===== src/design/smc_pkg.sv =====
// ----------------------------------------------------------------------------
// smc_pkg
// Shared types, constants and the class palette of the mask colorizer.
// ----------------------------------------------------------------------------
package smc_pkg;

   localparam int SCORE_BITS      = 16;
   localparam int PALETTE_ENTRIES = 10;
   localparam int CLASS_BITS      = 4;
   localparam int COUNT_BITS      = 4;
   localparam int CSR_INDEX_BITS  = 4;

   // Register indexes of the configuration port.
   localparam logic [CSR_INDEX_BITS-1:0] CSR_BINARY_MODE = 4'd0;
   localparam logic [CSR_INDEX_BITS-1:0] CSR_CLASS_COUNT = 4'd1;

   localparam logic [COUNT_BITS-1:0] CLASS_COUNT_RESET = 4'd10;
   localparam logic [COUNT_BITS:0]   ENTRIES_LIMIT     = (COUNT_BITS+1)'(PALETTE_ENTRIES);

   localparam logic [7:0] MASK_ON  = 8'd255;
   localparam logic [7:0] MASK_OFF = 8'd0;

   typedef struct packed {
      logic                  binary_mode;
      logic [COUNT_BITS-1:0] class_count;
   } cfg_type;

   typedef struct packed {
      logic [7:0]            byte_first;
      logic [7:0]            byte_second;
      logic [7:0]            byte_third;
      logic [CLASS_BITS-1:0] winning_class;
   } result_type;

   // Colour bytes of each class; a class without an entry is black.
   function automatic result_type palette_lookup(input logic [CLASS_BITS-1:0] idx);
      result_type r;
      r.winning_class = idx;
      case (idx)
         4'd0:    {r.byte_first, r.byte_second, r.byte_third} = {8'd0,   8'd0,   8'd10};
         4'd1:    {r.byte_first, r.byte_second, r.byte_third} = {8'd128, 8'd64,  8'd128};
         4'd2:    {r.byte_first, r.byte_second, r.byte_third} = {8'd0,   8'd0,   8'd142};
         4'd3:    {r.byte_first, r.byte_second, r.byte_third} = {8'd250, 8'd0,   8'd0};
         4'd4:    {r.byte_first, r.byte_second, r.byte_third} = {8'd220, 8'd220, 8'd0};
         4'd5:    {r.byte_first, r.byte_second, r.byte_third} = {8'd220, 8'd20,  8'd60};
         4'd6:    {r.byte_first, r.byte_second, r.byte_third} = {8'd244, 8'd35,  8'd232};
         4'd7:    {r.byte_first, r.byte_second, r.byte_third} = {8'd0,   8'd0,   8'd70};
         4'd8:    {r.byte_first, r.byte_second, r.byte_third} = {8'd0,   8'd60,  8'd100};
         4'd9:    {r.byte_first, r.byte_second, r.byte_third} = {8'd0,   8'd0,   8'd230};
         default: {r.byte_first, r.byte_second, r.byte_third} = {8'd0,   8'd0,   8'd0};
      endcase
      return r;
   endfunction

endpackage


===== src/design/segmentation_mask_colorizer_unit.sv =====
// ----------------------------------------------------------------------------
// segmentation_mask_colorizer_unit
// Turns a stream of class scores into palette coloured or binary mask pixels.
// ----------------------------------------------------------------------------
//  channel  direction  payload
//  req      in         score (signed Q8.8)
//  rsp      out        byte_first, byte_second, byte_third, winning_class
//  csr      in         csr_index, csr_data (binary_mode, class_count)
//
// One score is taken every cycle unless the input register is held; a pixel
// takes one score per class in class mode, where a class_count of zero counts
// as one and anything above ten as ten, and one score in binary mode. A score
// passes the input register, the argmax compare and the result register. Reset
// clears the valid flags and running maximum and presets the configuration. A
// stalled result holds the input register once it is full; others move on.
module segmentation_mask_colorizer_unit (
   input  logic                                     clock,
   input  logic                                     reset,
   input  logic                                     req_valid,
   output logic                                     req_ready,
   input  logic signed [smc_pkg::SCORE_BITS-1:0]    req_score,
   output logic                                     rsp_valid,
   input  logic                                     rsp_ready,
   output logic [7:0]                               rsp_byte_first,
   output logic [7:0]                               rsp_byte_second,
   output logic [7:0]                               rsp_byte_third,
   output logic [smc_pkg::CLASS_BITS-1:0]           rsp_winning_class,
   input  logic                                     csr_valid,
   output logic                                     csr_ready,
   input  logic [smc_pkg::CSR_INDEX_BITS-1:0]       csr_index,
   input  logic [smc_pkg::COUNT_BITS-1:0]           csr_data
);

   smc_pkg::cfg_type cfg_ff, cfg_in;

   logic                                  hold_valid_ff, hold_valid_in;
   logic signed [smc_pkg::SCORE_BITS-1:0] hold_score_ff;

   logic                emit;
   logic                space;
   logic                advance;
   smc_pkg::result_type result;

   assign csr_ready = 1'b1;

   always_comb begin
      cfg_in = cfg_ff;
      if (csr_valid) begin
         unique case (csr_index)
            smc_pkg::CSR_BINARY_MODE: cfg_in.binary_mode = csr_data[0];
            smc_pkg::CSR_CLASS_COUNT: cfg_in.class_count = csr_data;
            default:                  cfg_in = cfg_ff;
         endcase
      end
   end

   always_ff @(posedge clock) begin
      if (reset) begin
         cfg_ff.binary_mode <= 1'b0;
         cfg_ff.class_count <= smc_pkg::CLASS_COUNT_RESET;
      end else begin
         cfg_ff <= cfg_in;
      end
   end

   // The held score moves on when it gives no result or the result has room.
   assign advance       = hold_valid_ff && (!emit || space);
   assign req_ready     = !hold_valid_ff || advance;
   assign hold_valid_in = (req_valid && req_ready) || (hold_valid_ff && !advance);

   always_ff @(posedge clock) begin
      if (reset) begin
         hold_valid_ff <= 1'b0;
      end else begin
         hold_valid_ff <= hold_valid_in;
      end
   end

   always_ff @(posedge clock) begin
      if (req_valid && req_ready) begin
         hold_score_ff <= req_score;
      end
   end

   smc_argmax u_argmax (
      .clock  (clock),
      .reset  (reset),
      .cfg    (cfg_ff),
      .step   (advance),
      .score  (hold_score_ff),
      .emit   (emit),
      .result (result)
   );

   smc_result_reg u_result (
      .clock             (clock),
      .reset             (reset),
      .load              (advance && emit),
      .result            (result),
      .space             (space),
      .rsp_valid         (rsp_valid),
      .rsp_ready         (rsp_ready),
      .rsp_byte_first    (rsp_byte_first),
      .rsp_byte_second   (rsp_byte_second),
      .rsp_byte_third    (rsp_byte_third),
      .rsp_winning_class (rsp_winning_class)
   );

endmodule


===== src/design/smc_argmax.sv =====
// ----------------------------------------------------------------------------
// smc_argmax
// Running maximum over the class scores of a pixel, and the binary threshold.
// ----------------------------------------------------------------------------
module smc_argmax (
   input  logic                                clock,
   input  logic                                reset,
   input  smc_pkg::cfg_type                    cfg,
   input  logic                                step,
   input  logic signed [smc_pkg::SCORE_BITS-1:0] score,
   output logic                                emit,
   output smc_pkg::result_type                 result
);

   logic signed [smc_pkg::SCORE_BITS-1:0] best_score_ff, best_score_in;
   logic [smc_pkg::CLASS_BITS-1:0]        best_index_ff, best_index_in;
   logic [smc_pkg::CLASS_BITS-1:0]        class_position_ff, class_position_in;

   logic [smc_pkg::COUNT_BITS:0] count_eff;
   logic [smc_pkg::COUNT_BITS:0] position_next;
   logic                         take;
   logic                         last;

   always_comb begin
      // A count of zero means one class; above the palette it saturates.
      if (cfg.class_count == '0) begin
         count_eff = (smc_pkg::COUNT_BITS+1)'(1);
      end else if ({1'b0, cfg.class_count} > smc_pkg::ENTRIES_LIMIT) begin
         count_eff = smc_pkg::ENTRIES_LIMIT;
      end else begin
         count_eff = {1'b0, cfg.class_count};
      end

      position_next = {1'b0, class_position_ff} + (smc_pkg::COUNT_BITS+1)'(1);
      take          = (class_position_ff == '0) || (score > best_score_ff);
      last          = position_next >= count_eff;

      best_score_in     = best_score_ff;
      best_index_in     = best_index_ff;
      class_position_in = class_position_ff;

      if (cfg.binary_mode) begin
         emit                 = 1'b1;
         result.byte_first    = (score > 0) ? smc_pkg::MASK_ON : smc_pkg::MASK_OFF;
         result.byte_second   = result.byte_first;
         result.byte_third    = result.byte_first;
         result.winning_class = '0;
      end else begin
         if (take) begin
            best_score_in = score;
            best_index_in = class_position_ff;
         end
         emit   = last;
         result = smc_pkg::palette_lookup(best_index_in);
         if (last) begin
            class_position_in = '0;
         end else begin
            class_position_in = position_next[smc_pkg::CLASS_BITS-1:0];
         end
      end
   end

   always_ff @(posedge clock) begin
      if (reset) begin
         best_score_ff     <= '0;
         best_index_ff     <= '0;
         class_position_ff <= '0;
      end else if (step) begin
         best_score_ff     <= best_score_in;
         best_index_ff     <= best_index_in;
         class_position_ff <= class_position_in;
      end
   end

endmodule


===== src/design/smc_result_reg.sv =====
// ----------------------------------------------------------------------------
// smc_result_reg
// Result register that holds one mask pixel until the consumer takes it.
// ----------------------------------------------------------------------------
module smc_result_reg (
   input  logic                clock,
   input  logic                reset,
   input  logic                load,
   input  smc_pkg::result_type result,
   output logic                space,
   output logic                rsp_valid,
   input  logic                rsp_ready,
   output logic [7:0]          rsp_byte_first,
   output logic [7:0]          rsp_byte_second,
   output logic [7:0]          rsp_byte_third,
   output logic [smc_pkg::CLASS_BITS-1:0] rsp_winning_class
);

   logic                valid_ff, valid_in;
   smc_pkg::result_type data_ff;

   // The register frees up in the same cycle as its content is transferred.
   assign space    = !valid_ff || rsp_ready;
   assign valid_in = load || (valid_ff && !rsp_ready);

   always_ff @(posedge clock) begin
      if (reset) begin
         valid_ff <= 1'b0;
      end else begin
         valid_ff <= valid_in;
      end
   end

   always_ff @(posedge clock) begin
      if (load) begin
         data_ff <= result;
      end
   end

   assign rsp_valid         = valid_ff;
   assign rsp_byte_first    = data_ff.byte_first;
   assign rsp_byte_second   = data_ff.byte_second;
   assign rsp_byte_third    = data_ff.byte_third;
   assign rsp_winning_class = data_ff.winning_class;

endmodule

===== config.mk =====
export PLATFORM = sky130hd
export DESIGN_NAME = segmentation_mask_colorizer_unit
export DESIGN_NICKNAME = d
export VERILOG_FILES = /design/src/design/smc_pkg.sv /design/src/design/segmentation_mask_colorizer_unit.sv /design/src/design/smc_argmax.sv /design/src/design/smc_result_reg.sv
export SDC_FILE = /design/constraint.sdc
export NUM_CORES = 1
export LEC_CHECK = 0
export BUFFER_PORTS_ARGS = -buffer_cell sky130_fd_sc_hd__buf_2
export CAP_MARGIN = 20
export CORE_MARGIN = 8
export CORE_UTILIZATION = 55
export CTS_CLUSTER_DIAMETER = 120
export DETAILED_ROUTE_END_ITERATION = 10
export GPL_TIMING_DRIVEN = 0
export HOLD_SLACK_MARGIN = 0.15
export PLACE_DENSITY_LB_ADDON = 0.08
export SYNTH_ARGS = -nofsm -noshare
export SYNTH_HDL_FRONTEND = slang
export SYNTH_SLANG_ARGS = --single-unit

===== constraint.sdc =====
create_clock -name clock -period 4.9 [get_ports clock]
set_input_delay 0.245 -clock clock [delete_from_list [all_inputs] [get_ports clock]]
set_output_delay 0.245 -clock clock [all_outputs]
set_load 0.01 [all_outputs]

Word level (Yosys, flattened, before mapping)
Memories as Yosys holds them, arrays and structs flattened.
Cells that the tools add are included.

word-level totals
  flip-flop bits (word level) = 75
  word-level logic and storage cells = 51
  memories = 1
  output and inout port bits = 31
  input bits = 29
  memory bits (read-only) = 352

memories
  name             depth  width  rd ports  clocked after Yosys merged registers in  write ports  RTL line       source
  (no name shown)  16     22     1         0                                        0            smc_pkg.sv:39  case (idx)

cells by class
  equality and inequality tests = 1
  $lt $le $gt $ge = 4
  bitwise operators = 1
  multiplexer cells = 8
  reduce and logical (&&, ||, !) cells = 23
  add/subtract/negate cells = 1

operators by type and width
  kind                   number
  $mux W28               1
  $gt A16 B1 Y1 const B  1
  $gt A16 B16 Y1         1
  $mux W4                4
  $logic_not A4 Y1       3
  $mux W8                1
  $logic_or A1 B1 Y1     6
  $reduce_and A2 Y1      3
  $add A4 B1 Y5 const B  1
  $ge A5 B5 Y1           1
  $logic_and A1 B1 Y1    5
  $logic_not A1 Y1       5
  $mux W5                1
  $eq A4 B1 Y1 const B   1
  $gt A4 B4 Y1 const B   1
  $reduce_and A3 Y1      1
  $mux W1                1
  $not A1 Y1             1

Depth between registers and ports, before layout
  word-level depth = 11
  gate-level depth with buffers = 14
  depth with buffers taken out = 14

Cells and area by module
Synthesis repeated with hierarchy kept, for this count alone.

unflattened totals
  cell total of the unflattened synthesis = 356
  area, all modules = 3696.0 µm²

modules (own cells, without submodules)
  module                            cells each  instances  seq. area each (µm²)  area an instance (µm²)
  smc_argmax                        278         1          480.5                 2030.7
  smc_result_reg                    32          1          860.8                 887.1
  segmentation_mask_colorizer_unit  46          1          600.6                 778.2

Worst setup path after synthesis
No wires, ideal clock.

  kind = flip-flop to flip-flop
  start = register hold_score_ff[6] in the netlist's numbering
  end = register u_result.data_ff, in the netlist u_result.rsp_byte_third[1], data pin
  data required time = 4639 ps
  setup time = 261 ps
  period minus slack after synthesis = 3384 ps
  slack = 1516 ps
  arrival time = 3123 ps
  stages on the path, launching flop included = 12
  cells stage by stage = edfxtp_1 ha_1 a41oi_2 o21ai_0 a2111o_1 o21bai_2 o21a_1 a21oi_1 inv_1 ha_1 a221o_1 a221o_1

RTL lines
  element                 RTL line                                source
  start, declared         segmentation_mask_colorizer_unit.sv:37  logic signed [smc_pkg::SCORE_BITS-1:0] hold_score_ff;
  start signal, assigned  segmentation_mask_colorizer_unit.sv:81  hold_score_ff <= req_score;
  end signal, assigned    smc_result_reg.sv:36                    data_ff <= result;
  end, declared           smc_result_reg.sv:20                    smc_pkg::result_type data_ff;

==> metrics.log <==
[metrics] H-tree level count: 3
[metrics] setup repair after global routing missed its margin: no
[metrics] count of distinct cell types in the synthesized netlist: 58
[metrics] Total Routed Length: 7.45 mm
[metrics] maximum resistive drop on vdd: about 230 uV
[metrics] I/O pins: 60
[metrics] via count: about 2600
[metrics] post-route setup TNS: 0 ns
[metrics] drt drc: 0
[metrics] top_reg_cell synth: edfxtp_1
[metrics] Post-Syn Instances: 326
[metrics] Post-Synthesis Mean Instance Area: 11.2 um2
[metrics] wire length of the first global-routing pass: 12.9 mm
[metrics] global router's overall resource usage: 16.3%
[metrics] vias in the first global route: 2717
[metrics] Worst Path Max Fanout: 7
[metrics] max_slew headroom: 49.0%
[metrics] pin count of the biggest net entering global routing: 21
[metrics] number of synthesized register bits: 71
[metrics] CTS tree: yes
[metrics] most common cell after layout, fill and taps aside: buf_2
[metrics] Reg2Reg Launch Point: hold_score_ff[15]$_DFFE_PP_
[metrics] number of buffers between clock root and the deepest sink: 2
[metrics] Num CTS Buffers: 9
[metrics] CP startpoint kind: register
[metrics] remaining antenna violation count after routing: 0
[metrics] Synth Cell Area: 0.00366 mm2
[metrics] DR vias/cell: about 5.3
[metrics] register clock-pin slew on the reported worst setup and hold paths: 0.08 ns
[metrics] post-synth net total: 383
[metrics] transition time of the tightest slew-check pin: 0.754 ns
[metrics] Post-Place Cells: 462
[metrics] die outline height: approximately 98 um
[metrics] Adder-Cell Fraction of Synth Area: about a tenth
[metrics] run status: complete, no violations
[metrics] Required @ worst endpoint: about 5.0 ns
[metrics] Overflow after GRT: 0
[metrics] Layout Utilization: between 70 and 80%
[metrics] mux cell area share after synthesis: 8.30%
[metrics] Die X: a little under 100 um
[metrics] fraction of power spent switching nets: 22.3%
[metrics] share of final-layout standard cells stronger than drive strength 1: about 24%
[metrics] cell internal pwr: 1.06 mW
[metrics] Fin. Hold Viols: 0
[metrics] number of pins exceeding their max-slew limit in the final report: 0
[metrics] share of flip-flops with an asynchronous set or reset after synthesis: 0%
[metrics] Period minus WS final: 3.83 ns
[metrics] number of setup violations in the final report: 0
[metrics] fmax: 261 MHz
[metrics] type of the most critical hold path: input port to register
[metrics] path type of the worst setup path: register to register
[metrics] final std cells w/o fill: 497
[metrics] starting density of the core: a little under three fifths
[metrics] clock insertion delay at the later pin of the skew report: 0.34 ns
[metrics] net count of the finished layout: 472
[metrics] number of diodes: 0
[metrics] setup slack, reg-to-reg: 1.07 ns
[metrics] estimated wirelength of the detail-placed design: 5.47 mm
[metrics] largest family of logic cells by synthesized area: simple AND/OR/NAND/NOR gates
[metrics] power per cell area: 304 mW/mm2
[metrics] commonest non-fill, non-tap cells in the layout: buf_2, edfxtp_1, nor2_1
[metrics] post-cts gate resize count: 0
[metrics] kind of capture point of the worst setup path: register
[metrics] sequential share of the synthesized area: 49.7%
[metrics] Site Rows: 29
[metrics] max cap viols: 0
[metrics] sinks on the clock net: 71
[metrics] overall die area: 0.00953 mm2
[metrics] beginning of the critical path: hold_score_ff[15]$_DFFE_PP_
[metrics] Post-synth EDFFs: 40
[metrics] number of DRC violations after detailed-routing iteration 0: 122
[metrics] fraction of synthesized cell area in xor and xnor cells: less than 1%
[metrics] mean routed wirelength per cell: 15.0 um
[metrics] sequential fraction of design power: 48.4%
[metrics] fraction of the cycle the final worst path needs: 78.1%
[metrics] count of buffers inserted at the top-level ports: 58
[metrics] data arrival time of the worst path: 3.91 ns
[metrics] synth warn: 0
[metrics] post-route clock skew: 0.00878 ns
[metrics] complex-gate fraction of the synthesized area: 12.9%
[metrics] routability-driven placement congestion ratio: about 0.8
[metrics] antenna violations before repair: 0
[metrics] Clk Tree Root Cell: clkbuf_8
[metrics] combinational cell fraction of total power: 10.8%
[metrics] simple logic cell fraction of the synthesized area: 13.6%
[metrics] post-synthesis to final-layout area growth: 23.0%
[metrics] leakage power: just under 2 nW
[metrics] clock network fraction of total power: 40.8%
[metrics] Core Footprint: approximately 0.0064 mm2
[metrics] switching power: around 0.31 mW
[metrics] critical hold path startpoint: reset
[metrics] number of detailed-routing iterations run before antenna repair: 4
## power by group through the flow
stage	combinational, mW	clock [mW]	sequential (mW)
after floorplan	0.0989	0	0.672
after global placement	0.131	0	0.675
after detailed placement	0.136	0	0.676
after CTS	0.148	0.571	0.662
after global routing	0.166	0.595	0.665
final	0.148	0.559	0.662
## worst max-delay path, cell delays in order, from the launching register on
cell and delay, ns:
edfxtp_1 0.43, ha_1 0.37, nand4_2 0.16, nor4_2 0.42, nand4_1 0.15, a31oi_1 0.18
o21a_1 0.35, nor2_1 0.07, a21oi_1 0.41, inv_1 0.16, ha_1 0.23, a221o_1 0.34
a221o_1 0.30
## sequential cells by signal, indices dropped and copies added (netlist names)
| name | flops |
|---|---|
| hold_score_ff | 16 |
| u_argmax.best_score_ff | 16 |
| u_result.rsp_byte_third | 8 |
| u_result.rsp_byte_first | 6 |
| u_result.rsp_byte_second | 6 |
| cfg_ff | 5 |
| u_argmax.best_index_ff | 4 |
| u_argmax.class_position_ff | 4 |
| u_result.rsp_winning_class | 4 |
| hold_valid_ff | 1 |
| u_result.rsp_valid | 1 |
## routing by layer
layer  part of all wire [%]  wire, um  up-vias  global-route usage, %
met5                      0         0        -                      0
met1                     48      3610     1215                   21.0
met4                    1.3        99        0                   6.29
met3                    5.7       425       11                   4.34
met2                     44      3320       63                   25.5
li1                       -         -     1355                      -
## repair_timing
action,in CTS,in global routing
hold buffers,19,0
setup endpoints to repair,0,0
buffers inserted,0,0
hold endpoints to repair,19,0
## cell usage after synthesis, types with 2 or more instances
cell type / instances / area, um2
nand4_1: 3 / 18.8
o21a_1: 3 / 22.5
nand2b_1: 5 / 31.3
a32oi_1: 2 / 17.5
mux2_4: 2 / 30.0
buf_6: 3 / 33.8
nand3b_1: 2 / 15.0
o21ai_0: 10 / 50.1
and2_1: 2 / 12.5
o221ai_1: 3 / 26.3
nor2b_1: 10 / 62.6
inv_1: 25 / 93.8
nand2_1: 9 / 33.8
edfxtp_1: 40 / 1200
a31oi_1: 2 / 12.5
or2_2: 2 / 12.5
dfxtp_1: 31 / 621
nor2_1: 38 / 143
a211oi_1: 3 / 22.5
and3_1: 2 / 12.5
a211o_1: 3 / 26.3
clkbuf_1: 4 / 15.0
o21ai_1: 2 / 10.0
ha_1: 28 / 350
buf_4: 5 / 37.5
nand3_1: 3 / 15.0
a21oi_1: 12 / 60.1
mux2i_1: 26 / 260
nor3_1: 4 / 20.0
a221o_1: 2 / 20.0
a21o_1: 11 / 82.6
nor4_1: 3 / 18.8
## worst paths after layout
check,cells after the start,end
worst min-delay path,2,cfg_ff[3]$_SDFFE_PP1P_
worst min register to register,2,u_argmax.best_score_ff[2]$_SDFFE_PP0P_
worst max-delay path,12,u_result.rsp_byte_third[1]$_DFFE_PP_
worst max register to register,12,u_result.rsp_byte_third[1]$_DFFE_PP_
## stage by stage
stage / hold slack (ns) / area [um2] / total power [mW] / setup WS [ns]
after floorplan: 0.344 / 3660 / 0.771 / 1.52
after global placement: 0.421 / 4050 / 0.806 / 1.10
after detailed placement: 0.423 / 4070 / 0.811 / 1.10
after CTS: 0.154 / 4510 / 1.38 / 1.06
after global routing: 0.166 / 4510 / 1.43 / 0.842
final: 0.165 / 4510 / 1.37 / 1.07
## cell families after synthesis
logic type	after synthesis
AND/OR/NAND/NOR	93
adder cells (fa/ha/maj)	29
multiplexers	29
buffers and inverters	39
flip-flops	71
AO/OA/AOI/OAI	62
XOR/XNOR	2
other	1
## area by class of cell
class,count,area [um2]
fillers,482,1880
flip-flops and latches,71,1820
multi-input cells,216,1660
repair buffers,78,495
clock buffers,12,176
inverters,26,97.6
well taps,77,96.3
plain buffers,13,91.3
clock inverters,4,73.8
Note: power is estimated with default switching activity, not from simulation.
